===== config.mk =====
export PLATFORM = sky130hd
export DESIGN_NAME = audio_dynamic_compressor
export DESIGN_NICKNAME = d
export VERILOG_FILES = /design/src/rtl/adc_pkg.sv /design/src/rtl/audio_dynamic_compressor.sv /design/src/rtl/adc_divider.sv /design/src/rtl/adc_datapath.sv /design/src/rtl/adc_ctrl.sv
export SDC_FILE = /design/constraint.sdc
export NUM_CORES = 2
export LEC_CHECK = 0
export BUFFER_PORTS_ARGS = -buffer_cell sky130_fd_sc_hd__buf_4
export CORE_MARGIN = 2
export CORE_UTILIZATION = 40
export DETAILED_ROUTE_END_ITERATION = 10
export PLACE_DENSITY = 0.64
export SLEW_MARGIN = 10
export SYNTH_ARGS = -nofsm -noshare
export SYNTH_HDL_FRONTEND = slang
export SYNTH_SLANG_ARGS = --single-unit

===== constraint.sdc =====
create_clock -name clk -period 13.94 [get_ports clk]
set_clock_uncertainty 0.2 [all_clocks]
set_input_delay 2.788 -clock clk [delete_from_list [all_inputs] [get_ports clk]]
set_output_delay 2.788 -clock clk [all_outputs]
set_load 0.05 [all_outputs]

===== src/rtl/adc_pkg.sv =====
// Package for the audio dynamic compressor: payload structs, register
// indexes, controller states and command bundle, arithmetic constants.
// No dependencies; used by every file under rtl except adc_divider.
package adc_pkg;

    // Defaults and fixed arithmetic constants
    localparam int NUM_CHANNELS_DEF = 2;
    localparam logic [14:0] ENV_FLOOR = 15'd33;
    localparam logic [15:0] ATTACK_RST = 16'd64;
    localparam logic [14:0] THRESH_RST = 15'd16384;
    localparam logic [15:0] RATIO_RST = 16'd2048;

    // Shared divider: one quotient bit per step
    localparam int DIV_STEPS = 16;
    localparam int DIV_CNT_W = $clog2(DIV_STEPS);

    // Register index on the configuration port
    localparam int CFG_IDX_W = 2;
    typedef enum logic [CFG_IDX_W-1:0] {
        CFG_ATTACK = 2'd0,
        CFG_THRESH = 2'd1,
        CFG_RATIO  = 2'd2
    } adc_cfg_idx_t;

    // Input beat
    typedef struct packed {
        logic signed [15:0] sample_in;
        logic [0:0]         channel_sel;
    } adc_in_t;

    // Output beat
    typedef struct packed {
        logic signed [15:0] sample_out;
        logic [14:0]        envelope_level;
    } adc_out_t;

    // Sequencer states
    typedef enum logic [2:0] {
        ST_IDLE,
        ST_ENV_DIV,
        ST_ENV_UPD,
        ST_GAIN,
        ST_PROD,
        ST_QUO_LOAD,
        ST_QUO_DIV,
        ST_FINISH
    } adc_state_t;

    // Commands from controller to datapath
    typedef struct packed {
        logic accept;
        logic div_step;
        logic env_upd;
        logic gain_mul;
        logic prod_mul;
        logic quo_load;
        logic out_load;
    } adc_cmd_t;

endpackage


===== src/rtl/audio_dynamic_compressor.sv =====
// Top level of the feed-forward dynamic range compressor.
// Depends on adc_pkg, adc_ctrl, adc_datapath (with adc_divider).
//
//   channel  signals                               beat
//   src      src_valid/src_stall/src_data          sample_in, channel_sel
//   res      res_valid/res_stall/res_data          sample_out, envelope_level
//   cfg      cfg_valid/cfg_ready/cfg_index/cfg_data  one register write
//
// An item runs from accept to the next possible accept through two
// 16-step passes of the shared one-bit-per-cycle divider (envelope step,
// then normalizing divide) plus the load, update and multiply states.
// Reset clears the envelopes and loads the register defaults; no sweep.
// A stalled result waits in the output register; the finished item holds
// in the last state only if that register is still full.
module audio_dynamic_compressor #(
    parameter int NUM_CHANNELS = adc_pkg::NUM_CHANNELS_DEF
) (
    input  logic                          clk,
    input  logic                          rst_n,
    input  logic                          src_valid,
    output logic                          src_stall,
    input  adc_pkg::adc_in_t              src_data,
    output logic                          res_valid,
    input  logic                          res_stall,
    output adc_pkg::adc_out_t             res_data,
    input  logic                          cfg_valid,
    output logic                          cfg_ready,
    input  logic [adc_pkg::CFG_IDX_W-1:0] cfg_index,
    input  logic [15:0]                   cfg_data
);

    adc_pkg::adc_cmd_t cmd;

    // Registers are always writable
    assign cfg_ready = 1'b1;

    adc_ctrl u_ctrl (
        .clk       (clk),
        .rst_n     (rst_n),
        .src_valid (src_valid),
        .src_stall (src_stall),
        .res_valid (res_valid),
        .res_stall (res_stall),
        .cmd       (cmd)
    );

    adc_datapath #(
        .NUM_CHANNELS (NUM_CHANNELS)
    ) u_dp (
        .clk       (clk),
        .rst_n     (rst_n),
        .cmd       (cmd),
        .src_data  (src_data),
        .cfg_we    (cfg_valid & cfg_ready),
        .cfg_index (cfg_index),
        .cfg_data  (cfg_data),
        .res_data  (res_data)
    );

endmodule


===== src/rtl/adc_divider.sv =====
// Shared restoring divider, one quotient bit per step, 16-bit quotient.
// Used by adc_datapath for the envelope step and the normalizing divide.
module adc_divider (
    input  logic        clk,
    input  logic        load,
    input  logic        step,
    input  logic [15:0] rem_init,
    input  logic [15:0] dividend,
    input  logic [15:0] divisor,
    output logic [15:0] quotient
);

    logic [15:0] rem_reg, rem_next;
    logic [15:0] quo_reg, quo_next;
    logic [15:0] dvs_reg;
    logic [16:0] trial;
    logic        qbit;

    // One shift-subtract step; dividend bits shift out as quotient bits shift in
    always_comb
    begin
        trial = {rem_reg, quo_reg[15]};
        qbit  = (trial >= {1'b0, dvs_reg});
        if (qbit)
        begin
            rem_next = 16'(trial - {1'b0, dvs_reg});
        end
        else
        begin
            rem_next = trial[15:0];
        end
        quo_next = {quo_reg[14:0], qbit};
    end

    always_ff @(posedge clk)
    begin
        if (load)
        begin
            rem_reg <= rem_init;
            quo_reg <= dividend;
            dvs_reg <= divisor;
        end
        else if (step)
        begin
            rem_reg <= rem_next;
            quo_reg <= quo_next;
        end
    end

    assign quotient = quo_reg;

endmodule


===== src/rtl/adc_datapath.sv =====
// Datapath: config registers, per-channel envelopes, gain and product
// multipliers, shared divider, output register. Depends on adc_pkg, adc_divider.
module adc_datapath #(
    parameter int NUM_CHANNELS = adc_pkg::NUM_CHANNELS_DEF
) (
    input  logic                            clk,
    input  logic                            rst_n,
    input  adc_pkg::adc_cmd_t               cmd,
    input  adc_pkg::adc_in_t                src_data,
    input  logic                            cfg_we,
    input  logic [adc_pkg::CFG_IDX_W-1:0]   cfg_index,
    input  logic [15:0]                     cfg_data,
    output adc_pkg::adc_out_t               res_data
);

    localparam int CH_W = (NUM_CHANNELS > 1) ? $clog2(NUM_CHANNELS) : 1;

    // Configuration registers
    logic [15:0] attack_reg;
    logic [14:0] thresh_reg;
    logic [15:0] ratio_reg;

    always_ff @(posedge clk or negedge rst_n)
    begin
        if (!rst_n)
        begin
            attack_reg <= adc_pkg::ATTACK_RST;
            thresh_reg <= adc_pkg::THRESH_RST;
            ratio_reg  <= adc_pkg::RATIO_RST;
        end
        else if (cfg_we)
        begin
            unique case (cfg_index)
                adc_pkg::CFG_ATTACK: attack_reg <= cfg_data;
                adc_pkg::CFG_THRESH: thresh_reg <= cfg_data[14:0];
                adc_pkg::CFG_RATIO:  ratio_reg  <= cfg_data;
                default: ;
            endcase
        end
    end

    // Per-channel envelope store, cleared at reset
    logic [14:0] env_reg [NUM_CHANNELS];

    // Item registers
    logic signed [15:0] smp_reg;
    logic [CH_W-1:0]    ch_reg;
    logic [14:0]        env_old_reg;
    logic               dneg_reg;
    logic [14:0]        env_new_reg;
    logic [14:0]        den_reg;
    logic               over_reg;
    logic [14:0]        excess_reg;
    logic [19:0]        gain_reg;
    logic [35:0]        mnum_reg;
    logic               ovf_reg;
    adc_pkg::adc_out_t  res_reg;

    // Accept: channel select, magnitude, signed step toward it
    logic [CH_W-1:0]    ch_in;
    logic [14:0]        mag_in;
    logic [14:0]        env_rd;
    logic signed [15:0] diff;
    logic [15:0]        diff_mag;
    logic [15:0]        attack_eff;

    always_comb
    begin
        if (NUM_CHANNELS == 1)
        begin
            ch_in = '0;
        end
        else
        begin
            ch_in = CH_W'(src_data.channel_sel);
        end
        if (src_data.sample_in == 16'sh8000)
        begin
            mag_in = 15'h7fff;
        end
        else if (src_data.sample_in[15])
        begin
            mag_in = 15'(-src_data.sample_in);
        end
        else
        begin
            mag_in = src_data.sample_in[14:0];
        end
        env_rd     = env_reg[ch_in];
        diff       = signed'({1'b0, mag_in}) - signed'({1'b0, env_rd});
        diff_mag   = diff[15] ? 16'(-diff) : 16'(diff);
        attack_eff = (attack_reg == 16'd0) ? 16'd1 : attack_reg;
    end

    // Envelope update from divider quotient
    logic [15:0] div_quo;
    logic [14:0] env_new;

    assign env_new = dneg_reg ? 15'(env_old_reg - div_quo[14:0])
                              : 15'(env_old_reg + div_quo[14:0]);

    // Gain above the knee
    logic [30:0] gain_prod;
    assign gain_prod = {16'b0, excess_reg} * {15'b0, ratio_reg};

    // Sample magnitude times gain
    logic [15:0] smag;
    logic [35:0] num_prod;
    assign smag     = smp_reg[15] ? 16'(-smp_reg) : 16'(smp_reg);
    assign num_prod = {20'b0, smag} * {16'b0, gain_reg};

    // Shared divider port mux
    logic        div_load;
    logic [15:0] div_rem_init;
    logic [15:0] div_dividend;
    logic [15:0] div_divisor;

    always_comb
    begin
        div_load = cmd.accept | cmd.quo_load;
        if (cmd.quo_load)
        begin
            div_rem_init = mnum_reg[31:16];
            div_dividend = mnum_reg[15:0];
            div_divisor  = {1'b0, den_reg};
        end
        else
        begin
            div_rem_init = 16'd0;
            div_dividend = diff_mag;
            div_divisor  = attack_eff;
        end
    end

    adc_divider u_div (
        .clk      (clk),
        .load     (div_load),
        .step     (cmd.div_step),
        .rem_init (div_rem_init),
        .dividend (div_dividend),
        .divisor  (div_divisor),
        .quotient (div_quo)
    );

    // Saturated, signed quotient
    logic               q_big;
    logic signed [15:0] q_out;

    always_comb
    begin
        q_big = ovf_reg | div_quo[15];
        priority if (smp_reg[15])
        begin
            q_out = q_big ? 16'sh8000 : 16'(-div_quo);
        end
        else
        begin
            q_out = q_big ? 16'sh7fff : div_quo;
        end
    end

    // Envelope store
    always_ff @(posedge clk or negedge rst_n)
    begin
        if (!rst_n)
        begin
            for (int i = 0; i < NUM_CHANNELS; i++)
            begin
                env_reg[i] <= '0;
            end
        end
        else if (cmd.env_upd)
        begin
            env_reg[ch_reg] <= env_new;
        end
    end

    // Item pipeline registers
    always_ff @(posedge clk)
    begin
        if (cmd.accept)
        begin
            smp_reg     <= src_data.sample_in;
            ch_reg      <= ch_in;
            env_old_reg <= env_rd;
            dneg_reg    <= diff[15];
        end
        if (cmd.env_upd)
        begin
            env_new_reg <= env_new;
            den_reg     <= (env_new > adc_pkg::ENV_FLOOR) ? env_new : adc_pkg::ENV_FLOOR;
            over_reg    <= (env_new > thresh_reg);
            excess_reg  <= 15'(env_new - thresh_reg);
        end
        if (cmd.gain_mul)
        begin
            gain_reg <= over_reg ? 20'({5'b0, thresh_reg} + {1'b0, gain_prod[30:12]})
                                 : {5'b0, env_new_reg};
        end
        if (cmd.prod_mul)
        begin
            mnum_reg <= num_prod;
        end
        if (cmd.quo_load)
        begin
            ovf_reg <= (mnum_reg[35:16] >= {5'b0, den_reg});
        end
        if (cmd.out_load)
        begin
            res_reg.sample_out     <= q_out;
            res_reg.envelope_level <= env_new_reg;
        end
    end

    assign res_data = res_reg;

endmodule


===== src/rtl/adc_ctrl.sv =====
// Controller: sequences one item through the datapath and owns the
// handshake state. Depends on adc_pkg.
module adc_ctrl (
    input  logic              clk,
    input  logic              rst_n,
    input  logic              src_valid,
    output logic              src_stall,
    output logic              res_valid,
    input  logic              res_stall,
    output adc_pkg::adc_cmd_t cmd
);

    adc_pkg::adc_state_t state_reg, state_next;
    logic [adc_pkg::DIV_CNT_W-1:0] step_cnt_reg, step_cnt_next;
    logic out_valid_reg, out_valid_next;
    logic step_last;
    logic out_free;

    assign step_last = (step_cnt_reg == adc_pkg::DIV_CNT_W'(adc_pkg::DIV_STEPS - 1));
    assign out_free  = !out_valid_reg || !res_stall;

    // State, step counter and output valid
    always_ff @(posedge clk or negedge rst_n)
    begin
        if (!rst_n)
        begin
            state_reg     <= adc_pkg::ST_IDLE;
            step_cnt_reg  <= '0;
            out_valid_reg <= 1'b0;
        end
        else
        begin
            state_reg     <= state_next;
            step_cnt_reg  <= step_cnt_next;
            out_valid_reg <= out_valid_next;
        end
    end

    // Next state and commands
    always_comb
    begin
        state_next    = state_reg;
        step_cnt_next = '0;
        cmd           = '0;
        unique case (state_reg)
            adc_pkg::ST_IDLE:
            begin
                if (src_valid)
                begin
                    cmd.accept = 1'b1;
                    state_next = adc_pkg::ST_ENV_DIV;
                end
            end
            adc_pkg::ST_ENV_DIV:
            begin
                cmd.div_step  = 1'b1;
                step_cnt_next = step_cnt_reg + 1'b1;
                if (step_last)
                begin
                    step_cnt_next = '0;
                    state_next    = adc_pkg::ST_ENV_UPD;
                end
            end
            adc_pkg::ST_ENV_UPD:
            begin
                cmd.env_upd = 1'b1;
                state_next  = adc_pkg::ST_GAIN;
            end
            adc_pkg::ST_GAIN:
            begin
                cmd.gain_mul = 1'b1;
                state_next   = adc_pkg::ST_PROD;
            end
            adc_pkg::ST_PROD:
            begin
                cmd.prod_mul = 1'b1;
                state_next   = adc_pkg::ST_QUO_LOAD;
            end
            adc_pkg::ST_QUO_LOAD:
            begin
                cmd.quo_load = 1'b1;
                state_next   = adc_pkg::ST_QUO_DIV;
            end
            adc_pkg::ST_QUO_DIV:
            begin
                cmd.div_step  = 1'b1;
                step_cnt_next = step_cnt_reg + 1'b1;
                if (step_last)
                begin
                    step_cnt_next = '0;
                    state_next    = adc_pkg::ST_FINISH;
                end
            end
            adc_pkg::ST_FINISH:
            begin
                if (out_free)
                begin
                    cmd.out_load = 1'b1;
                    state_next   = adc_pkg::ST_IDLE;
                end
            end
            default:
            begin
                state_next = adc_pkg::ST_IDLE;
            end
        endcase
    end

    // Output register valid: set on load, cleared when the beat is taken
    always_comb
    begin
        priority if (cmd.out_load)
        begin
            out_valid_next = 1'b1;
        end
        else if (!res_stall)
        begin
            out_valid_next = 1'b0;
        end
        else
        begin
            out_valid_next = out_valid_reg;
        end
    end

    assign src_stall = (state_reg != adc_pkg::ST_IDLE);
    assign res_valid = out_valid_reg;

endmodule


# Word-level counts from Yosys, hierarchy flattened

Index checks and enable logic that the tools add are counted.

Flip-flop bits (word level): 300
Output and inout port bits: 34
Input bits: 40

Add/subtract/negate cells: 11
$lt $le $gt $ge: 7
Multipliers: 2
Bitwise operators: 4
Multiplexer cells: 42
Eq/ne operators: 16
Reductions and logical operators: 15

Operators with widths:

| kind                 | count |
|---|---|
| $mux 16              | 12 |
| $mux 15              | 10 |
| $neg 16->16          | 3 |
| $mul 16x20->36       | 1 |
| $mul 15x16->31       | 1 |
| $bwmux 30            | 1 |
| $sub 15x15->15       | 2 |
| $pmux 3 s8           | 1 |
| $add 15x19->20       | 1 |
| $ge 20x15->1         | 1 |
| $ge 17x16->1         | 1 |
| $eq 16x16->1 const B | 1 |
| $logic_not 16->1     | 1 |
| $sub 15x15->16       | 1 |
| $sub 16x16->16       | 1 |
| $add 15x15->15       | 1 |
| $demux 15 s1         | 1 |
| $gt 15x15->1         | 1 |
| $gt 15x6->1 const B  | 1 |
| $neg 15->15          | 1 |
| $eq 3x3->1 const B   | 4 |
| $mux 3               | 4 |
| $mux 1               | 11 |
| $mux 4               | 2 |
| 22 further kinds     | 33 |

# Longest topological paths before layout

Word-level depth: 9
Depth in mapped cells: 32
Gate-level depth less buffers: 31

# Hierarchy

A second synthesis with hierarchy kept.

Cell total of the unflattened synthesis: 3555
Area total of the unflattened synthesis: 34687.0 µm²

Modules (own cells, without submodules):

| module                   | times used | area each (µm²) | sequential area each (µm²) | cells each |
|---|---|---|---|---|
| adc_datapath             | 1          | 31292.5         | 6945.4                     | 3257 |
| adc_divider              | 1          | 2857.7          | 1441.4                     | 247 |
| adc_ctrl                 | 1          | 525.5           | 200.2                      | 49 |
| audio_dynamic_compressor | 1          | 11.3            | 0.0                        | 2 |

# Worst setup path before layout

No wires, ideal clock.

Path type: flip-flop to flip-flop
From: register u_dp.excess_reg[5]
To: register u_dp.gain_reg[14] (data pin)
Stages on the path, launching flop included: 32
Clock period less this slack: 7.638 ns
Data arrival time: 7.178 ns
Required time: 13.480 ns
Slack: 6.302 ns
Cell sequence: edfxtp_1 clkbuf_1 and2_1 fa_1 inv_1 fa_1 inv_1 fa_1 inv_1 fa_1 inv_1 fa_1 inv_1 fa_1 inv_1 ha_1 a21oi_1 o21ai_0 o21bai_1 and2_1 o21a_1 or2_2 a21oi_1 xnor2_1 ha_1 a21boi_0 o21ai_0 a21oi_1 a211o_1 a21oi_1 xnor2_1 mux2_2

Cells in the longest elaborated chain, start to end: 3

RTL lines:

| element                | line                | RTL |
|---|---|---|
| from (decl)            | adc_datapath.sv:53  | `logic [14:0] excess_reg;` |
| from (signal assigned) | adc_datapath.sv:193 | `excess_reg <= 15'(env_new - thresh_reg);` |
| $mul 15x16->31         | adc_datapath.sv:104 | `assign gain_prod = {16'b0, excess_reg} * {15'b0, ratio_reg};` |
| $add 15x19->20         | adc_datapath.sv:197 | `gain_reg <= over_reg ? 20'({5'b0, thresh_reg} + {1'b0, gain_prod[30:12]})` |
| $mux 15                | adc_datapath.sv:197 |  |
| to (signal assigned)   | adc_datapath.sv:197 |  |
| to (decl)              | adc_datapath.sv:54  | `logic [19:0] gain_reg;` |

No other way between the ends.
A chain may end at the register's enable or synchronous reset.

# Worst setup path in the final report

From: register u_dp.ratio_reg[7]
To: register u_dp.gain_reg[18] (data pin)

Cells in the longest elaborated chain, start to end: 2

RTL lines:

| element                | line                | RTL |
|---|---|---|
| from (decl)            | adc_datapath.sv:21  | `logic [15:0] ratio_reg;` |
| from (signal assigned) | adc_datapath.sv:29  | `ratio_reg <= adc_pkg::RATIO_RST;` |
| from (signal assigned) | adc_datapath.sv:36  | `adc_pkg::CFG_RATIO: ratio_reg <= cfg_data;` |
| $mul 15x16->31         | adc_datapath.sv:104 |  |
| $add 15x19->20         | adc_datapath.sv:197 |  |

No other way between the ends.

==> run_results.csv <==
group,metric,value,unit
clock_tree,clock_sinks,300,
timing,fmax,116.1,MHz
placed_design,placedInstanceArea,0.03649,mm^2
timing,hold_viol,0,
synth,yosys_warnings,0,
clock_tree,clk_latency,0.58,ns
clock_tree,numCtsBuffers,37,
synth,syn-num-nets,4410,
clock_tree,post_cts_buffers,0,
timing,final.setup.tns,0,ns
worst_setup_path,endpoint_kind,"flop",
clock_tree,cts_tree,"built",
worst_hold_path,hold_class,"flop to flop",
finish,design_area,0.03780,mm^2
worst_setup_path,cpMostUsedCell,"fa_1",
grt,grt_antenna_before_repair,3,
routing,wl_per_cell,18.63,um
synth,avgSynthCellArea,9.533,um^2
placed_design,io_buffers,72,
grt,globalRouteMet3Util,2.821,%
routing,drc,0,
timing,slew_violations,0,
worst_setup_path,cp_data_arrival_time,8.83,ns
synth,async_reset_ff_share,28.33,%
synth,synth_area,0.03467,mm^2
timing,rsz0062_at_grt,"no",
grt,busiest_layer,"met2",
worst_setup_path,crit_path_max_fanout,16,
synth,yosysSeqAreaShare,24.77,%
clock_tree,clock_tree.buffer_depth,3,
timing,slew_headroom,30.20,%
clock_tree,cts_root_buffer,"clkbuf_16",
grt,grt_use_total,20.52,%
synth,synth-edff-count,215,
worst_setup_path,crit_type,"flop to flop",
clock_tree,cts_hold_buf,0,
routing,via_count,25230,
clock_tree,cts_resized,0,
timing,worstMarginPinSlew,1.044,ns
finish,syn2layout_area_growth,9.026,%
clock_tree,ctsHtreeMaxLevel,2,
die,die_w,298.4,um
flow_run,maxCapViolCount,0,
die,num_io_pins,74,
timing,post-route-min-period,8.612,ns
routing,drt_iter0_markers,1925,
worst_setup_path,crit_path_top_delay_cell,"dfrtp_1",
worst_setup_path,required,14.16,ns
finish,drive_gt1_share,7.623,%
grt,grt_remaining_overflow,0,
grt,grt_start_max_net_pins,53,
die,dieArea,0.08905,mm^2
finish,largest_reg_flops,36,
placed_design,post-dp-hpwl,71160,um
die,coreArea,0.08555,mm^2
worst_setup_path,critPathMaxStageDelay,0.63,ns
die,rows,107,
routing,routed_wl,90040,um
synth,syn-instance-count,3637,
grt,met1_usage,28.67,%
die,initial_core_util,40.53,%
clock_tree,clk_pin_slew,0.06,ns
synth,synth_cell_type_count,77,
routing,drtAntennaViolNets,0,
timing,finalCritPeriodShare,61.78,%
grt,gr-usage-met2,33.98,%
grt,grt_pass1_vias,25610,
finish,finalNetCount,4430,
outcome,status,"finished, final reports clean",
timing,setup_viol,0,
worst_setup_path,critPathLaunchType,"flop",
routing,firstDrtPassIters,5,
routing,via_per_inst,5.221,
placed_design,gp_congestion,0.8996,
synth,synthFlopType,"edfxtp_1",
die,dieHeight,298.4,um
grt,grt_pass1_wl,143700,um
synth,ys_ff_latch,300,
-- kinds of logic after synthesis --
kind of cell / synth area share (%)
AND/OR/NAND/NOR: 14.98
buffers and inverters: 8.777
adder cells (fa/ha/maj): 35.85
AO/OA/AOI/OAI: 9.087
flip-flops: 24.77
XOR/XNOR: 3.663
multiplexers: 2.865
other: 0.01082
-- stage by stage --
| step | setup slack, ns | std cells | util, % | hold WS (ns) |
|---|---|---|---|---|
| 2_1_floorplan | 6.302 | 3637 | - | 0.2222 |
| 3_3_place_gp | 5.435 | 4762 | 42.65 | 0.2597 |
| 3_5_place_dp | 5.423 | 4762 | 42.65 | 0.2704 |
| 4_1_cts | 5.360 | 4830 | 44.18 | 0.2832 |
| 5_1_grt | 4.826 | 4830 | 44.18 | 0.3128 |
| 6_report | 5.328 | 4832 | 44.19 | 0.2780 |
-- path summary, 6_finish.rpt --
check,startpoint,to,slack (ns),cells after the start
max in group asynchronous,rst_n,u_dp.env_reg[2],10.37,2
worst max register to register,u_dp.ratio_reg[7],u_dp.gain_reg[18],5.33,28
worst min-delay path,u_dp.env_reg[7],u_dp.env_reg[7],0.28,2
worst min register to register,u_dp.env_reg[7],u_dp.env_reg[7],0.28,2
min in group asynchronous,rst_n,u_dp.ratio_reg[0],2.01,1
worst max-delay path,u_dp.ratio_reg[7],u_dp.gain_reg[18],5.33,28
-- critical path, delay by kind of cell, from the launching register on --
family / cells / cell delay, ns
buffers and inverters: 4 / 0.25
AO/OA/AOI/OAI: 10 / 2.09
adder cells (fa/ha/maj): 8 / 3.90
AND/OR/NAND/NOR: 4 / 1.01
multiplexers: 1 / 0.18
flip-flops: 1 / 0.63
XOR/XNOR: 1 / 0.20
-- synth_stat cells (13+ instances only) --
cell type  instances  area share [%]
inv_1            667             7.2
nand2_1          466             5.0
fa_1             434              25
ha_1             299              11
and2_1           274             4.9
edfxtp_1         215              19
o21ai_0          141             2.0
clkbuf_1         127             1.4
a21oi_1          123             1.8
nor2_1           112             1.2
xnor2_1           95             2.4
dfrtp_1           82             5.9
mux2_2            66             2.1
xor2_1            50             1.3
nor3_1            39            0.56
a21o_1            36            0.78
nand3_1           36            0.52
mux2i_1           25            0.72
or3_1             25            0.45
o21a_1            22            0.48
o31ai_1           21            0.45
nand2b_1          20            0.36
a211oi_1          17            0.37
a31oi_1           15            0.27
and3_1            15            0.27
nor2b_1           15            0.27
nand4_1           14            0.25
o211ai_1          14            0.30
a21boi_0          13            0.28
a22oi_1           13            0.28
o21bai_1          13            0.28
-- cell type report --
type                       count  area (um^2)
fill                        8175        47750
multi-input combinational   2531        23070
sequential                   300         8587
inverter                     670         2515
tap                         1144         1431
clock buffer                  46        979.7
timing repair buffer         117        878.3
clock inverter                22        329.1
antenna                        2        5.005
-- per-layer routing --
metal	part of all wire, %	vias to the layer above
met4	1.9	0
met1	44	12660
met2	48	722
met3	6.4	94
li1	-	11760
met5	0	-
-- layout by cell type, fill, tap and decap left out, types with 7 or more instances in the layout --
cell         n
ha_1       299
nor3_1      39
nand2_1    466
buf_4      117
a21oi_1    121
clkbuf_16   37
o21ai_0    140
a31oi_1     15
o21a_1      22
fa_1       434
a21o_1      36
nor2b_1     14
inv_1      666
or3_1       25
and2_1     274
and3_1      15
o31ai_1     21
nand3_1     36
nor4_1       9
o211ai_1    14
a21boi_0    13
mux2i_1     25
edfxtp_1   215
a211oi_1    17
xor2_1      50
clkinv_2     7
mux2_2      66
xnor2_1     95
nand2b_1    20
or2_2       12
a22oi_1     13
dfrtp_1     82
o21bai_1    13
clkbuf_1     7
nor2_1     112
nand4_1     14
Power is left out: the tool's default activity adds up to more than one toggle a clock period on the data nets, which glitch-free logic cannot reach.
